==> src/wscc_ram.sv <==
// ----------------------------------------------------------------------------
// wscc_ram
// Generic single-port-write, single-port-read RAM with registered read.
// ----------------------------------------------------------------------------
module wscc_ram #(
    parameter int WIDTH = 16,
    parameter int DEPTH = 16,
    parameter int AW    = (DEPTH > 1) ? $clog2(DEPTH) : 1
) (
    input  logic             i_clk,
    input  logic             i_we,
    input  logic [AW-1:0]    i_waddr,
    input  logic [WIDTH-1:0] i_wdata,
    input  logic [AW-1:0]    i_raddr,
    output logic [WIDTH-1:0] o_rdata
);

    logic [WIDTH-1:0] r_mem [2**AW];
    logic [WIDTH-1:0] r_rdata;

    always_ff @(posedge i_clk) begin
        if (i_we) begin
            r_mem[i_waddr] <= i_wdata;
        end
        r_rdata <= r_mem[i_raddr];
    end

    assign o_rdata = r_rdata;

endmodule

==> config.mk <==
export PLATFORM = sky130hd
export DESIGN_NAME = wscc_ram
export DESIGN_NICKNAME = d
export VERILOG_FILES = /design/src/wscc_ram.sv
export SDC_FILE = /design/constraint.sdc
export NUM_CORES = 1
export LEC_CHECK = 0
export ABC_AREA = 1
export BUFFER_PORTS_ARGS = -buffer_cell sky130_fd_sc_hd__buf_2
export CAP_MARGIN = 20
export CORE_MARGIN = 3
export CORE_UTILIZATION = 55
export CTS_CLUSTER_SIZE = 30
export DETAILED_ROUTE_END_ITERATION = 10
export PLACE_DENSITY = 0.82
export SLEW_MARGIN = 20
export SYNTH_ARGS = -nofsm -noshare
export SYNTH_HDL_FRONTEND = slang
export SYNTH_SLANG_ARGS = --single-unit
export TNS_END_PERCENT = 10
==> constraint.sdc <==
create_clock -name i_clk -period 4.95 [get_ports i_clk]
set_clock_uncertainty 0.2 [all_clocks]
set_input_delay 0.2475 -clock i_clk [delete_from_list [all_inputs] [get_ports i_clk]]
set_output_delay 0.2475 -clock i_clk [all_outputs]
set_load 0.01 [all_outputs]
; ---- Word-level counts from Yosys, hierarchy flattened
; Memory sizes are Yosys's and may differ from the RTL's. A register that Yosys moved wholly into a read port is not among the register bits.
; Index checks and enable logic that the tools add are counted.
; Widths: inputs -> output; s select.
[op_classes]
n_bitwise = 0
mul = 0
n_reduce_logical = 0
n_mux = 2
n_shift = 0
n_eq_ne = 0
n_lt_le_gt_ge = 0
add_sub_neg = 0
div_mod_pow = 0
[op_table]
columns = operator, n
row1 = $mux 1, 2
[word_totals]
word_cells = 3
input_bits = 26
out_inout_bits = 16
ramBits = 256
mem_bits_ro = 0
latch_bits = 0
memories = 1
regBits = 0
[memory_table]
columns = name, depth, word_bits, read_ports, rd_ports_with_merged_regs, write_ports, line
row1 = r_mem, 16, 16, 1, 1, 1, 18  ; logic [WIDTH-1:0] r_mem [2**AW];

; ---- Longest topological paths before layout
; Gate-level depths: netlist of run 1.
[logic_depth]
ltp_word = 2
mapped_depth = 9
depth_no_buf = 7

; ---- Worst setup path after synthesis of run 1
; Ideal clock, no wire load.
[synth_timing]
kind = input -> register
start = input i_waddr[2]
end = memory r_mem[10][0] (enable)
stages = 2
path_slack_ns = 3.203
t_required_ns = 4.362
arrival_ns = 1.159
setup_time_ns = 0.388
n_path_buf = 0
path_cell_list = nand3b_1 nor2_1
[synth_lines]
columns = element, line
row1 = from (decl), 12  ; input logic [AW-1:0] i_waddr,
row2 = to (decl), 18
; No word-level cell before the write port.

==> flow_summary.ini, run 1 <==
[status]
outcome = finished clean

[die]
die_area_mm2 = 0.0225
die_h_um = 150
row_count = 51
core_mm2 = 0.0199
die_w_um = 150
initial_core_util = 0.572
io_pins = 42

[worst_setup_path]
end_kind = flip-flop
r2r-end = o_rdata[7]
cp_data_arrival_time_ns = 2.22
reg2reg_slack_ns = 3.66
reg2reg_from = r_mem[6][7]
r2r_cells = 6
cp_max_fo = 65
crit_type = in -> reg
required_ns = 5.15
cp-start-kind = primary input

[routing]
wl_met1_mm = 10.5
wirelength_mm = 26.3
drt-initial-drc-count = 923
dr_total_vias = 7715
route.detailed.drc = 0
wire_per_inst_um = 18.6
wl_met3_mm = 2.30
top_layer = met4
antenna_left = 0
vias_per_cell = 5.46
drt_first_pass_iters = 5
wl_met2_mm = 12.6

[global_routing]
gr-usage-all-layers = 0.236
grt_overflow_total = 0
antenna_found_initial = 0
grt_max_degree = 81
grt_pass1_wl_mm = 40.6
grt_pass1_vias = 7560

[yosys]
ys_types = 13
yosysSeqAreaShare = 0.704
synth.avg_cell_area_um2 = 10.6
ys_warn_count = 0
postSynthCellCount = 1074
ys_ff_latch = 272
syn_area_mm2 = 0.0114
syn-num-nets = 1100

[clocking]
clockBufferDepth = 3
numCtsBuffers = 27
cts.sinks = 272
cts_max_level = 1
cts_tree = done
insertion_delay_ns = 0.51
clk_pin_slew_ns = 0.06
cts-root-buf = clkbuf_16

[power_and_ir_drop]
p_comb_frac = 0.063
power_per_cell_area_mw_per_mm2 = 373
switchingPower_w = 0.00103
p_int_w = 0.00375
sw_frac_of_total = 0.215
p_leak_nw = 5.50
clock_power_share = 0.393
p_seq_frac = 0.543
vdd_ir_drop_max_mv = 0.253

[hold_path]
hp-class = in -> reg
holdPathEnd = o_rdata[2]
hold_depth = 3
worstHoldStart = i_raddr[3]

[sta]
hold_violations = 0
relSlewSlack = 0.391
tns_ns = 0
post-route-min-period_ns = 2.02
drv_slew = 0
fin_crit_sh = 0.409
rsz0062_at_grt = false
worst_pin_slew_ns = 0.912
setup_viol = 0
max_freq_mhz = 494

[finish]
area_growth_pct = 12.6
num_antenna_cells = 0
layout.nets = 1153
stdcell_count = 1412
fin_util = 0.643
drive_gt1_frac = 0.104
fillCellCount = 1408

[place]
port_buffers = 41
dp_hpwl_mm = 14.2
dp_cells = 1346
place.gp.congestion = 0.821

[job]
max_cap_viol_count = 0
## metal layers
layer / global-route usage / vias to the layer above
li1: - / 3561
met1: 0.326 / 3658
met3: 0.0318 / 83
met4: 0.0897 / 0
met5: 0 / -
met2: 0.386 / 413
## cells in the final DEF, fill, tap and decap left out, types with 2 or more instances in the layout
cell,n
buf_4,18
dfxtp_1,16
nor2_2,12
clkinv_1,5
nand2_1,341
clkbuf_8,6
clkbuf_1,2
dlygate4sd3_1,16
nand3_1,193
inv_1,196
edfxtp_1,256
clkbuf_16,27
nand3b_1,2
buf_2,40
nor2_4,4
clkinv_2,9
## flip-flops by register name (all words and copies together), names as in the netlist
| name | cells |
|---|---|
| o_rdata | 16 |
| r_mem | 256 |
## synthesized netlist by cell type
cell,count,area share
nand2_1,341,0.11
edfxtp_1,256,0.68
inv_1,196,0.065
nand3_1,193,0.085
buf_2,19,0.0084
buf_4,18,0.012
nor2_1,17,0.0056
dfxtp_1,16,0.028
clkbuf_1,10,0.0033
buf_6,3,0.0030
inv_2,2,0.00066
nand3b_1,2,0.0013
buf_1,1,0.00033
## per-stage QoR
step / total power (W) / worst slack (ns) / hold WS, ns / area [um2]
detailed placement: 0.00293 / 2.48 / 0.435 / 11800
CTS: 0.00479 / 2.99 / 0.0455 / 12800
global route: 0.00492 / 2.84 / 0.0532 / 12800
floorplan: 0.00282 / 3.20 / 0.146 / 11400
finish: 0.00477 / 2.93 / 0.0719 / 12800
global placement: 0.00291 / 2.51 / 0.430 / 11800
## layout make-up
| cell class | instances | area (um2) | share of cell area |
|---|---|---|---|
| multi-input cells | 553 | 2380 | 0.186 |
| repair buffers | 75 | 510 | 0.0398 |
| inverters | 198 | 744 | 0.0581 |
| flip-flops and latches | 272 | 8010 | 0.625 |
| clock inverters | 14 | 66.3 | 0.00518 |
| clock buffers | 35 | 766 | 0.0598 |
| well taps | 265 | 332 | 0.0259 |
## what timing repair did
action / CTS / global route
buffers inserted: 0 / 0
endpoints found under the hold margin: 256 / 0
resized for setup: 0 / 0
hold buffers: 16 / 0
setup endpoints to repair: 0 / 0
## critical path, stage by stage
cell	delay (ns)
buf_2	0.08
buf_4	0.63
inv_2	0.35
buf_4	0.39
nand3_1	0.16
nand3_1	0.09
nand3_1	0.15
nand2_1	0.07
## power by group through the flow
| stage | Combinational [W] | Clock (W) | Sequential, W |
|---|---|---|---|
| floorplan | 0.000174 | 0 | 0.00264 |
| global placement | 0.000274 | 0 | 0.00264 |
| detailed placement | 0.000286 | 0 | 0.00264 |
| CTS | 0.000300 | 0.00190 | 0.00259 |
| global route | 0.000333 | 0.00199 | 0.00260 |
| finish | 0.000302 | 0.00188 | 0.00259 |
## kinds of logic after synthesis
kind of cell | count (synthesis) | synth area share
flip-flops | 272 | 0.704
AND/OR/NAND/NOR | 553 | 0.204
buffers and inverters | 249 | 0.0921
## how the worst max path moves through the flow
stage	start	cells past startpoint	end
2_1_floorplan	i_waddr[2]	2	r_mem[10][0]
3_3_place_gp	i_raddr[1]	8	o_rdata[13]
3_5_place_dp	i_raddr[1]	8	o_rdata[13]
4_1_cts	i_raddr[1]	8	o_rdata[13]
5_1_grt	i_raddr[1]	8	o_rdata[13]
6_report	i_raddr[1]	8	o_rdata[13]
(Power assumes the default switching activity.)
==> run 2, diff against run 1 <==
ABC_AREA = 0   (was 1)
clock period = 2.07 ns   (was 4.95 ns; I/O delays follow)
==> flow_summary.ini, run 2 <==
[yosys]
syn-num-nets = 458
postSynthCellCount = 432
synth.avg_cell_area_um2 = 23.2
yosysSeqAreaShare = 0.797
ys_warn_count = 0
synth_area_leaders = edfxtp_1 (77%), mux4_2 (12%), dfxtp_1 (3.2%)
synth_top_cells_by_count = edfxtp_1 (256), mux4_2 (54), a22oi_1 (32)
async_flop_share = 0
syn_area_mm2 = 0.0100
synth_most_common_cell = edfxtp_1
synth_top_area_frac = 0.765
ys_types = 19
ys_ff_latch = 272
synth_edf_count = 256
synth_top_cell_by_area = edfxtp_1
synthFlopType = edfxtp_1

[worst_setup_path]
cp_max_fo = 16
reg2reg_from = r_mem[11][10]
cp_data_arrival_time_ns = 1.78
cp-start-kind = primary input
crit_type = in -> reg
r2r-end = o_rdata[10]
critPathCapture = r_mem[0][1]
r2r_cells = 3
required_ns = 2.09
cp-startpoint = i_waddr[0]
end_kind = flip-flop
reg2reg_slack_ns = 0.50

[clocking]
postCtsSetupRepairBufs = 0
clockBufferDepth = 3
insertion_delay_ns = 0.52
post_cts_resized = 0
cts-root-buf = clkbuf_16
cts_max_level = 1
clk_pin_slew_ns = 0.06
cts.sinks = 272
cts_tree = done
numCtsBuffers = 26

[die]
core_mm2 = 0.0176
die_area_mm2 = 0.0199
die_w_um = 141
io_pins = 42
row_count = 48
die_h_um = 141
initial_core_util = 0.571

[finish]
final-seq-area_mm2 = 0.00801
stdcell_count = 770
drive_gt1_frac = 0.339
multiInputGateArea_mm2 = 0.00196
layout.nets = 551
num_antenna_cells = 0
fillCellCount = 1035
area_growth_pct = 17.9
regMostFlops = r_mem
final_cell_mix = edfxtp_1 (256), mux4_2 (54), buf_2 (40)
largest_reg_flops = 256
final_common_cell = edfxtp_1

[global_routing]
gr-usage-all-layers = 0.219
grt_max_degree = 51
grt_overflow_total = 0
grt_pass1_vias = 5178
antenna_found_initial = 0
grt_pass1_wl_mm = 31.9

[job]
max_cap_viol_count = 0

[sta]
hold_violations = 0
tns_ns = 0
rsz0062_at_grt = false
max_freq_mhz = 568
post-route-min-period_ns = 1.76
hold_ws_ns = 0.0398
relSlewSlack = 0.362
fin_crit_sh = 0.850
drv_slew = 0
worst_pin_slew_ns = 0.957
setup_viol = 0

[place]
port_buffers = 41
place.gp.congestion = 0.726
dp_hpwl_mm = 11.1
dp_cells = 703

[power_and_ir_drop]
p_leak_nw = 3.91
vdd_ir_drop_max_mv = 0.703
power_per_cell_area_mw_per_mm2 = 979

[routing]
vias_per_cell = 6.26
wire_per_inst_um = 27.1
drt_first_pass_iters = 5
wirelength_mm = 20.9
antenna_left = 0
dr_total_vias = 4818
route.detailed.drc = 0
drt-initial-drc-count = 472

[hold_path]
hp-class = in -> reg

[status]
outcome = finished clean
run 2: cell count changes after synthesis, sizes merged, moves of 2 or more:
cell / change
nor2b: +2
nand2: -324
inv: -198
nor2: -4
clkbuf: -2
mux4: +64
nor3: +4
a22oi: +32
nand3: -192
nand2b: +2
buf: -28
run 2: kinds of logic after synthesis:
family          share of synthesized area
mux                                 0.147
buf+inv                            0.0123
flops                               0.797
compound gates                     0.0239
simple gates                       0.0192
run 2: worst max-delay path, stage by stage:
cell,delay (ns)
dlygate4sd3_1,0.53
buf_2,0.17
nor3_2,0.14
dlygate4sd3_1,0.62
buf_12,0.20
run 2: through the flow:
step | util | area, um2 | total power, W | setup WS, ns
global placement | 0.611 | 10800 | 0.00684 | 0.366
detailed placement | 0.611 | 10800 | 0.00687 | 0.340
CTS | 0.673 | 11800 | 0.0117 | 0.323
floorplan | - | 10000 | 0.00662 | 0.0119
finish | 0.673 | 11800 | 0.0116 | 0.310
global route | 0.673 | 11800 | 0.0119 | 0.279
run 2: area by class of cell:
cell class                      count  share of cell area
Clock inverter                     19              0.0165
Sequential cell                   272               0.676
Timing Repair Buffer               86              0.0585
Multi-Input combinational cell    139               0.166
Clock buffer                       29              0.0594
Tap cell                          225              0.0238
run 2: worst min-delay path by stage:
stage / end / slack (ns) / depth (start not counted) / start
CTS: r_mem[14][6] / 0.03 / 3 / i_waddr[2]
detailed placement: r_mem[10][11] / 0.27 / 1 / i_wdata[11]
global placement: r_mem[8][0] / 0.26 / 1 / i_wdata[0]
floorplan: r_mem[0][0] / 0.002 / 0 / i_wdata[0]
finish: r_mem[14][6] / 0.04 / 3 / i_waddr[2]
global route: r_mem[14][7] / 0.06 / 3 / i_waddr[2]
run 2: layer usage:
| layer | vias up | GRT usage | share of wire |
|---|---|---|---|
| met3 | 49 | 0.0444 | 0.075 |
| met1 | 2509 | 0.305 | 0.40 |
| li1 | 2027 | - | - |
| met2 | 233 | 0.353 | 0.49 |
| met4 | 0 | 0.0775 | 0.033 |
| met5 | - | 0 | 0 |
run 2: power breakdown:
group / internal, W / total [W] / switching [W]
clock network: 0.00284 / 0.00482 / 0.00198
logic: 0.000263 / 0.000587 / 0.000324
registers: 0.00615 / 0.00620 / 0.0000416
total: 0.00926 / 0.0116 / 0.00234
run 2: what timing repair did:
item / in CTS / in global routing
setup endpoints to repair: 0 / 0
endpoints found under the hold margin: 277 / 0
hold buffers: 19 / 0
