## src/wscc_smul.sv

```systemverilog
// ----------------------------------------------------------------------------
// wscc_smul
// Shared shift-and-add multiplier, one multiplier bit per cycle.
// ----------------------------------------------------------------------------
module wscc_smul #(
    parameter int PW = 46
) (
    input  logic          i_clk,
    input  logic          i_rst_n,
    input  logic          i_start,
    input  logic [PW-1:0] i_a,
    input  logic [PW-1:0] i_b,
    output logic          o_done,
    output logic [PW-1:0] o_prod
);

    logic          r_busy;
    logic [PW-1:0] r_a;
    logic [PW-1:0] r_b;
    logic [PW-1:0] r_acc;

    always_ff @(posedge i_clk) begin
        if (!i_rst_n) begin
            r_busy <= 1'b0;
        end else if (i_start) begin
            r_busy <= 1'b1;
        end else if (r_busy && r_b == '0) begin
            r_busy <= 1'b0;
        end
    end

    always_ff @(posedge i_clk) begin
        if (i_start) begin
            r_a   <= i_a;
            r_b   <= i_b;
            r_acc <= '0;
        end else if (r_busy && r_b != '0) begin
            if (r_b[0]) begin
                r_acc <= r_acc + r_a;
            end
            r_a <= {r_a[PW-2:0], 1'b0};
            r_b <= {1'b0, r_b[PW-1:1]};
        end
    end

    assign o_done = r_busy && (r_b == '0);
    assign o_prod = r_acc;

endmodule

```

## config.mk

```make
export PLATFORM = sky130hd
export DESIGN_NAME = wscc_smul
export DESIGN_NICKNAME = d
export VERILOG_FILES = /design/src/wscc_smul.sv
export SDC_FILE = /design/constraint.sdc
export NUM_CORES = 1
export LEC_CHECK = 0
export ABC_AREA = 1
export BUFFER_PORTS_ARGS = -buffer_cell sky130_fd_sc_hd__buf_4
export CAP_MARGIN = 30
export CORE_AREA = 2 2 143 145
export CTS_CLUSTER_DIAMETER = 150
export DETAILED_ROUTE_END_ITERATION = 8
export DIE_AREA = 0 0 145 147
export GPL_ROUTABILITY_DRIVEN = 0
export GPL_TIMING_DRIVEN = 0
export PLACE_DENSITY_LB_ADDON = 0.12
export SYNTH_ARGS = -nofsm -noshare
export SYNTH_HDL_FRONTEND = slang
export SYNTH_SLANG_ARGS = --single-unit
```

## constraint.sdc

```tcl
create_clock -name i_clk -period 3.8 [get_ports i_clk]
set_input_delay 0.76 -clock i_clk [delete_from_list [all_inputs] [get_ports i_clk]]
set_output_delay 0.76 -clock i_clk [all_outputs]
set_load 0.005 [all_outputs]
```

Word-level counts from Yosys, hierarchy flattened
Index checks and enable logic that the tools add are counted.
- ROM bits: 0
- bits in registers: 139
- input bits: 95
- latch bits: 0
- memory bits (writable): 0
- memories: 0
- add/sub/neg operators: 1
- $mul: 0
- bitwise gates (word level): 0
- div/mod/pow operators: 0
- mux-type cells: 6
- reduce and logical (&&, ||, !) cells: 7
- magnitude comparators: 0
- equality and inequality tests: 0
- shift-type cells: 0
- operators by type and width (cell ; number):
    46-bit 2-to-1 mux ; 4
    46-bit adder ; 1
    46-bit logical NOT ; 1
    46-bit nonzero test ; 1
    2-bit nonzero test ; 2
    1-bit logical AND ; 2
    1-bit 2-to-1 mux ; 2
    2-bit AND reduction ; 1

Logic depth before layout (Yosys ltp)
Gate-level depths: netlist of run 1.
- depth after elaboration: 4
- depth in mapped cells: 16
- depth with buffers taken out: 16

Worst setup path after synthesis of run 1
No wires, ideal clock.
- path type: input to register
- from: in i_start
- to: reg r_a[0] (enable)
- stages: 4
- data required time: 2926 ps
- slack: 59 ps
- arrival: 2867 ps
- cells stage by stage: clkbuf_1 > inv_1 > clkbuf_1 > nand2_1
- longest elaborated chain between the ends: 1
- ends and longest elaborated chain (element ; RTL line ; text):
    start: declaration ; 10 ; input logic i_start,
    2-bit nonzero test (no line) ; - ;
    end signal: assignment ; 34 ; r_a <= i_a;
    end signal: assignment ; 41 ; r_a <= {r_a[PW-2:0], 1'b0};
    end: declaration ; 18 ; logic [PW-1:0] r_a;
Every way passes these cells.
A chain may end at the register's enable or synchronous reset.

Worst setup path after layout of run 1
- from: reg r_b[33]
- to: out o_done
- longest elaborated chain between the ends: 2
- ends and longest elaborated chain (element ; RTL line ; text):
    start: declaration ; 19 ; logic [PW-1:0] r_b;
    start signal: assignment ; 35 ; r_b <= i_b;
    start signal: assignment ; 42 ; r_b <= {1'b0, r_b[PW-1:1]};
    46-bit logical NOT ; 46 ; assign o_done = r_busy && (r_b == '0);
    1-bit logical AND ; 46 ;
    end: declaration ; 13 ; output logic o_done,
Every way passes these cells.

==> results of run 1 <==
[state kept, by name, indices dropped and copies added (netlist names)]
signal,flops
r_busy,1
o_prod,46
r_a,46
r_b,46
[layout make-up]
cell class / instances / area, um^2 / share of cell area [%]
Buffer: 34 / 166.4 / 1.413
Multi-Input combinational cell: 1009 / 4828 / 41.00
Timing Repair Buffer: 141 / 1079 / 9.158
Tap cell: 270 / 337.8 / 2.868
Sequential cell: 139 / 3704 / 31.45
Clock inverter: 15 / 193.9 / 1.647
Inverter: 278 / 1044 / 8.860
Clock buffer: 17 / 425.4 / 3.612
[metal layers]
layer  global-route usage (%)  up-vias  share of wire (%)
met1                    34.10     4050                 47
li1                         -     4819                  -
met4                    7.723        0                2.1
met5                        0        -                  0
met2                    42.00      260                 45
met3                    4.907       37                6.5
[cells by family (layout without fill, tap and decap cells)]
kind of cell | Yosys count | in the layout | synth area share [%]
AO/OA/AOI/OAI | 118 | 118 | 6.658
XOR/XNOR | 24 | 24 | 2.159
AND/OR/NAND/NOR | 821 | 821 | 34.72
adder cells (fa/ha/maj) | 46 | 46 | 5.990
flip-flops | 139 | 139 | 38.05
buffers and inverters | 312 | 485 | 12.43
[critical path, stage by stage (launching register included)]
cell and delay [ns]:
edfxtp_1 0.38, inv_1 0.10, nand4_1 0.11, nor2_1 0.14
nand2_1 0.06, nor2_1 0.15, nand2_2 0.10, nor2_1 0.17
buf_4 0.14
[Yosys cell counts (all sizes together)]
cell type,number
xnor2,11
a31oi,1
clkbuf,22
a21o,2
fa,1
a21boi,1
nand4,17
o21bai,6
edfxtp,92
nand2,628
o21ai,37
nand3,71
buf,12
ha,45
a21oi,71
nor3,5
dfxtp,47
nor4,4
and2,1
inv,278
xor2,13
nor2,95
[how the worst max path moves through the flow]
stage | to | cells past startpoint
floorplan | r_a[0] | 4
global placement | r_a[14] | 4
detailed placement | r_a[18] | 5
CTS | o_done | 6
global route | o_done | 6
finish | o_done | 8
[stage by stage]
stage	instances	TNS, ns
6_report	1903	0
5_1_grt	1903	0
4_1_cts	1903	0
3_5_place_dp	1871	0
3_3_place_gp	1870	-134.15
2_1_floorplan	1460	0
[power breakdown]
part           switching, uW  total, uW  internal (uW)  leakage [uW]
clock                    836       1730            898      0.000300
sequential              86.9       1870           1780       0.00133
combinational            668       1080            411       0.00459
total                   1590       4680           3090       0.00622
==> metrics.yaml, run 1 <==
critical_path:
  cp-end-kind: "primary output"
  worst_ep_arrival_time_ns: 1.80
  start_kind: "flop"
  worstPathRequired_ns: 3.04
  path_max_fanout: 3
  startpoint: "r_b[33]"
  timing.rr.end: "o_prod[40]"
  reg2reg_from: "o_prod[0]"
  worst-setup-path-type: "reg -> out"
  rrSetupSlack_ns: 1.39
  reg2reg_depth: 15
die:
  die_h_um: 147
  initial_core_util_pct: 49.05
  num_io_pins: 142
  core_area_mm2: 0.01984
  fp.dieArea_mm2: 0.02132
  die_x_um: 145
  rows: 52
grt:
  grt_max_degree: 50
  grt_first_pass_wirelength_um: 43290
  first_global_vias: 8789
  overflow: 0
  antenna_found_initial: 0
  track_usage_pct: 25.45
clocking:
  ctsLongestPathBuffers: 2
  insertion_delay_ns: 0.44
  tritoncts: "yes"
  htree_levels: 4
  cts_resized: 0
  clk_pin_slew_ns: 0.07
  cts_root_buffer: "clkbuf_16"
  cts_buffers: 17
  cts_setup_buffers: 0
  cts_sinks: 139
  cts_hold_buf: 0
min_path:
  whs_path_depth: 2
  min_to: "o_prod[10]"
  hold_class: "reg -> reg"
  holdCritStartpoint: "o_prod[10]"
synth:
  netlist_instances: 1460
  yosysWarningCount: 0
  syn-num-nets: 1601
  synth_area_mm2: 0.009734
  synth.largest_area_cell: "edfxtp_1"
  synth_top_area_share_pct: 28.38
  syn_area_per_cell_um2: 6.667
  yosysSeqAreaShare_pct: 38.05
  synth.area.top_cells: "edfxtp_1, nand2_1, inv_1"
  ys_ff_latch: 139
  synth.distinct_cells: 31
sta:
  whs_ns: 0.4907
  setup_viol: 0
  max_freq_ghz: 0.3900
  drv_slew: 0
  finalHoldViolCount: 0
  skew_ns: 0.01519
  worst_slew_pin_slew_ns: 0.8642
  finalWorstSetupSlack_ns: 1.236
  rsz0062_at_grt: "no"
  timing.final.crit_period_ns: 2.564
  relSlewSlack_pct: 42.39
  fin_crit_sh_pct: 67.48
cells_and_area:
  fin_area_mm2: 0.01178
  fillCellCount: 1947
  nets: 1761
  diodes: 0
  layout_commonest_cell: "nand2_1"
  final_cell_mix: "nand2_1, inv_1, buf_4"
  post-route-util_pct: 59.35
  drive_gt1_share_pct: 14.64
  area_delta_synth_final_pct: 20.99
routing:
  vias: 9166
  route.detailed.drc: 0
  via_per_inst: 4.817
  routedWlPerCell_um: 13.99
  dr.pass1.iters: 5
  drtAntennaViolNets: 0
  wirelength_um: 26620
  drt_iter0_drc: 561
placed_design:
  io_buffers: 140
  placed_area_mm2: 0.01116
  dp_hpwl_um: 20760
  pre_cts_slack_ns: 0.8048
pwr:
  finalPower_uw: 4680
  p_per_area_mw_per_mm2: 397.4
  p_leak_uw: 0.006221
  ir_drop_mv: 0.2925
outcome:
  status: "complete, no violations"
job:
  max_cap_violations: 0
No activity file was read; power rests on OpenSTA's default activity.
==> inputs of run 2 (changes only) <==
Clock period 3.8 ns to 2.2 ns, I/O delays scaled along.
==> run 2 against run 1 <==
Clock-buffer cell count is the same. Hold slack worse by 0.23 ns. Routed wire length grew 2.2%. Total power increased by 77%. Final area up 4.3%. Critical path depth down 2. Critical endpoint unchanged. Highest routed layer unchanged.
==> metrics.yaml, run 2 (synthesis gave the netlist of run 1 again) <==
grt:
  first_global_vias: 8890  # +1.1%
  antenna_found_initial: 0  # unchanged
  track_usage_pct: 25.53  # +0.079 points
  grt_first_pass_wirelength_um: 43400  # +0.26%
  overflow: 0  # unchanged
  grt_max_degree: 53  # +6.0%
placed_design:
  dp_hpwl_um: 20760  # about the same
  io_buffers: 140  # unchanged
clocking:
  clk_pin_slew_ns: 0.07  # about the same
  cts_buffers: 17  # unchanged
  tritoncts: "yes"
  htree_levels: 4  # unchanged
  ctsLongestPathBuffers: 2  # unchanged
  cts_hold_buf: 0  # unchanged
  cts_sinks: 139  # unchanged
  cts_root_buffer: "clkbuf_16"
  insertion_delay_ns: 0.44  # about the same
pwr:
  ir_drop_mv: 0.4653  # +59%
  p_leak_uw: 0.006271  # +0.80%
  finalPower_uw: 8306  # +77%
  p_per_area_mw_per_mm2: 676.4  # +70%
sta:
  tns_ns: 0  # unchanged
  skew_ns: 0.01628  # +0.001095 ns
  relSlewSlack_pct: 39.41  # -3.0 points
  drv_slew: 0  # unchanged
  worst_slew_pin_slew_ns: 0.9088  # +0.04460 ns
  max_freq_ghz: 0.4723
  finalHoldViolCount: 0  # unchanged
  setup_viol: 0  # unchanged
  timing.final.crit_period_ns: 2.117
  fin_crit_sh_pct: 96.23
  rsz0062_at_grt: "yes"
die:
  die_h_um: 147  # unchanged
  die_x_um: 145  # unchanged
  rows: 52  # unchanged
  initial_core_util_pct: 49.05  # unchanged
  core_area_mm2: 0.01984  # unchanged
  fp.dieArea_mm2: 0.02132  # unchanged
  num_io_pins: 142  # unchanged
critical_path:
  path_max_fanout: 3  # unchanged
  start_kind: "flop"
  worst-setup-path-type: "reg -> out"
  worst_ep_arrival_time_ns: 1.68  # -0.12 ns
  worstPathRequired_ns: 1.76  # -1.28 ns
  cp-end-kind: "primary output"
outcome:
  status: "complete, no violations"
routing:
  drt_iter0_drc: 578  # +3.0%
  wirelength_um: 27200  # +2.2%
  dr.pass1.iters: 5  # unchanged
  drtAntennaViolNets: 0  # unchanged
  via_per_inst: 4.883  # +1.4%
  route.detailed.drc: 0  # unchanged
  routedWlPerCell_um: 14.24  # +1.8%
  vias: 9326  # +1.7%
cells_and_area:
  diodes: 0  # unchanged
  area_delta_synth_final_pct: 26.16
  layout_commonest_cell: "nand2_1"
  nets: 1768  # +0.40%
  drive_gt1_share_pct: 18.84  # +4.2 points
  final_cell_mix: "nand2_1, inv_1, buf_4"
job:
  max_cap_violations: 0  # unchanged
min_path:
  hold_class: "in -> reg"
[run 2: changes by cell type in the layout (fill, tap and decap cells not counted), moves of 4 or more]
| cell | delta |
|---|---|
| ha_1 | -25 |
| ha_4 | +19 |
| nand2_1 | -12 |
| nand2_2 | +12 |
| nor2_1 | -11 |
| ha_2 | +6 |
| nand3_1 | -6 |
| nor2_4 | +6 |
| a21oi_1 | -5 |
| a21oi_2 | +5 |
| nor2_2 | +5 |
| buf_4 | +4 |
| nand3_2 | +4 |
[run 2: layout make-up]
| type | count | area (um^2) |
|---|---|---|
| inverters | 278 | 1044 |
| plain buffers | 34 | 166.4 |
| flip-flops and latches | 139 | 3705 |
| clock buffers | 17 | 425.4 |
| clock inverters | 15 | 196.4 |
| multi-input cells | 1010 | 5261 |
| fillers | 1903 | 7564 |
| well taps | 270 | 337.8 |
| repair buffers | 147 | 1145 |
[run 2: path summary, 6_finish.rpt]
check / cells past startpoint / slack [ns] / start / endpoint
max reg2reg: 10 / 0.11 / r_a[25] / o_prod[41]
min reg2reg: 2 / 0.49 / o_prod[12] / o_prod[12]
min: 2 / 0.26 / i_rst_n / r_busy
max: 6 / 0.08 / r_b[4] / o_done
[run 2: metrics by stage]
| step | worst slack, ns | hold WS [ns] | util (%) | instance area [um^2] | cells |
|---|---|---|---|---|---|
| detailed placement | -0.4350 | 0.4798 | 56.23 | 11160 | 1871 |
| CTS | -0.03680 | 0.2551 | 59.62 | 11830 | 1903 |
| floorplan | 0.1230 | 0.4766 | - | 9742 | 1460 |
| global placement | -0.5824 | 0.4770 | 56.09 | 11130 | 1870 |
| global route | -0.08357 | 0.2622 | 61.89 | 12280 | 1910 |
| finish | 0.08290 | 0.2602 | 61.89 | 12280 | 1910 |
[run 2: report_power, final]
| group | internal, uW | switching (uW) |
|---|---|---|
| Clock | 1650 | 1390 |
| Combinational | 816 | 1200 |
| Sequential | 3080 | 177 |
| Total | 5540 | 2760 |
[run 2: critical path, stage by stage, from the launching register on]
cell and delay [ns]:
edfxtp_1 0.41, nor4_2 0.31, nand2_1 0.10, nor2_2 0.11
nand2_2 0.10, nor2_4 0.11, buf_6 0.10
[run 2: per-layer routing]
metal  GRT usage [%]  wire, um
met5               0         0
met2           41.98     12280
met3           5.528      1752
met4           8.762       657
met1           33.55     12510
[run 2: timing repair]
| action | in CTS | in global routing |
|---|---|---|
| pin swaps | 1 | 6 |
| setup endpoints to repair | 57 | 74 |
| setup buffers | 0 | 5 |
| resized for setup | 12 | 64 |
| gates cloned | 0 | 2 |
==> inputs of run 3 (changes only) <==
--- a/config.mk
+++ b/config.mk
@@ -15,3 +15,2 @@
 export GPL_ROUTABILITY_DRIVEN = 0
-export GPL_TIMING_DRIVEN = 0
 export PLACE_DENSITY_LB_ADDON = 0.12
--- a/constraint.sdc
+++ b/constraint.sdc
@@ -3,2 +3,2 @@
 set_output_delay 0.44 -clock i_clk [all_outputs]
-set_load 0.005 [all_outputs]
+set_load 0.1 [all_outputs]
==> run 3 against run 2 <==
Final cell count decreased by 0.26%. Utilization increased by 0.069 points. Total power increased by 4.4%. Sequential power about the same. Clock skew decreased by 0.0010 ns. Final area increased by 0.11%. Routed wire length decreased by 4.5%. Clock-buffer cell count unchanged.
==> metrics.yaml, run 3 (synthesis gave the netlist of run 1 again) <==
outcome:
  status: "complete, no violations"
critical_path:
  reg2reg_from: "r_a[41]"
  worstPathRequired_ns: 1.76  # about the same
  slowest_stage: "edfxtp_1"
  start_kind: "flop"
  worst_ep_arrival_time_ns: 1.76  # +0.08 ns
  worst-setup-path-type: "reg -> out"
  timing.rr.end: "o_prod[42]"
  critPathMaxStageDelay_ns: 0.38  # -0.03 ns
  cp-end-kind: "primary output"
  crit_chain: "inv_1 -> nand4_1 -> nor2_1 -> nand2_1 -> nor2_2 -> nand2_2 -> nor2_4 -> buf_12"
  path_max_fanout: 2  # -1
  rrSetupSlack_ns: 0.11  # about the same
  reg2reg_depth: 10  # unchanged
cells_and_area:
  drive_gt1_share_pct: 21.65  # +2.8 points
  layout_commonest_cell: "nand2_1"
  nets: 1763  # -0.28%
  diodes: 0  # unchanged
  seq_area_mm2: 0.003762  # +1.6%
  final_cells: 1905  # -0.26%
  final_cell_mix: "nand2_1, inv_1, buf_4"
  post-route-util_pct: 61.95  # +0.069 points
  multi_input_area_mm2: 0.005139  # -2.3%
  area_delta_synth_final_pct: 26.30
  fillCellCount: 1892  # -0.58%
routing:
  dr.pass1.iters: 5  # unchanged
  route.detailed.drc: 0  # unchanged
  routedWlPerCell_um: 13.63  # -4.3%
  drtAntennaViolNets: 0  # unchanged
  vias: 9168  # -1.7%
  via_per_inst: 4.813  # -1.4%
  wirelength_um: 25960  # -4.5%
  drt_iter0_drc: 494  # -15%
sta:
  timing.final.crit_period_ns: 2.198  # +0.08094 ns
  max_freq_ghz: 0.4550  # -3.7%
  fin_crit_sh_pct: 99.91  # +3.7 points
  setup_viol: 0  # unchanged
  whs_ns: 0.2678  # +0.007610 ns
  drv_slew: 0  # unchanged
  relSlewSlack_pct: 67.36  # +28 points
  skew_ns: 0.01525  # -0.001032 ns
  rsz0062_at_grt: "yes"
  finalHoldViolCount: 0  # unchanged
  finalWorstSetupSlack_ns: 0.001963  # -0.08094 ns
  worst_slew_pin_slew_ns: 0.4896  # -0.4192 ns
min_path:
  holdCritStartpoint: "i_rst_n"
  whs_path_depth: 2  # unchanged
  hold_class: "in -> reg"
  min_to: "r_busy"
placed_design:
  dp_hpwl_um: 19220  # -7.4%
  io_buffers: 141  # +0.71%
  pre_cts_slack_ns: 0.05767  # +0.4926 ns
  dpl.cell_count: 1864  # -0.37%
clocking:
  cts_sinks: 139  # unchanged
  cts_root_buffer: "clkbuf_16"
  clk_pin_slew_ns: 0.07  # about the same
  tritoncts: "yes"
  cts_hold_buf: 0  # unchanged
  insertion_delay_ns: 0.43  # about the same
  htree_levels: 4  # unchanged
  cts_buffers: 17  # unchanged
  ctsLongestPathBuffers: 2  # unchanged
die:
  rows: 52  # unchanged
  fp.dieArea_mm2: 0.02132  # unchanged
  die_x_um: 145  # unchanged
  initial_core_util_pct: 49.05  # unchanged
  num_io_pins: 142  # unchanged
  die_h_um: 147  # unchanged
  core_area_mm2: 0.01984  # unchanged
grt:
  first_global_vias: 8753  # -1.5%
  overflow: 0  # unchanged
  grt_first_pass_wirelength_um: 42330  # -2.5%
  track_usage_pct: 24.67  # -0.86 points
  antenna_found_initial: 0  # unchanged
  grt_max_degree: 93  # +75%
pwr:
  p_leak_uw: 0.006363  # +1.5%
  finalPower_uw: 8676  # +4.4%
  p_per_area_mw_per_mm2: 705.7  # +4.3%
  ir_drop_mv: 0.5782  # +24%
job:
  max_cap_violations: 0  # unchanged
[run 3: report_power, final]
part / total [uW] / switching [uW] / internal, uW
Clock: 2940 / 1320 / 1620
Sequential: 3260 / 170 / 3090
Combinational: 2480 / 1640 / 837
Total: 8680 / 3130 / 5540
[run 3: per-stage QoR]
stage                     TNS (ns)  area [um^2]
after floorplan                  0         9803
after global placement           0        11320
after detailed placement         0        11320
after CTS                 -0.02717        11950
after global routing       -0.1744        12290
final                            0        12290
[run 3: worst max-delay path by stage]
stage	end	slack [ns]	from	cells past startpoint
final	o_done	0.002	r_b[33]	8
after global routing	o_done	-0.13	r_b[33]	8
after CTS	o_done	-0.03	r_b[4]	6
after detailed placement	o_prod[32]	0.06	r_a[0]	15
after global placement	o_prod[35]	0.07	r_a[18]	12
after floorplan	o_prod[44]	0.04	o_prod[43]	12
[run 3: repair_timing]
item,4_1_cts,5_1_grt
setup buffers,2,7
pin swaps,2,7
resized for setup,6,53
endpoints found under the setup margin,1,28
[run 3: layout make-up]
class	instances	area share, %
flip-flops and latches	139	30.60
inverters	278	8.488
clock buffers	17	3.460
clock inverters	15	1.384
repair buffers	177	11.52
multi-input cells	1009	41.80
well taps	270	2.748
[run 3: routing by layer]
layer	vias to the layer above	global-route usage [%]	routed length, um
met5	-	0	0
met4	0	7.772	654
met3	42	6.056	1533
met2	246	39.76	11440
met1	4071	32.88	12330
li1	4809	-	-
[run 3: critical path, delay by kind of cell (launching register included)]
family | cells | cell delay [ns]
simple gates | 6 | 0.68
buf+inv | 2 | 0.27
flops | 1 | 0.38
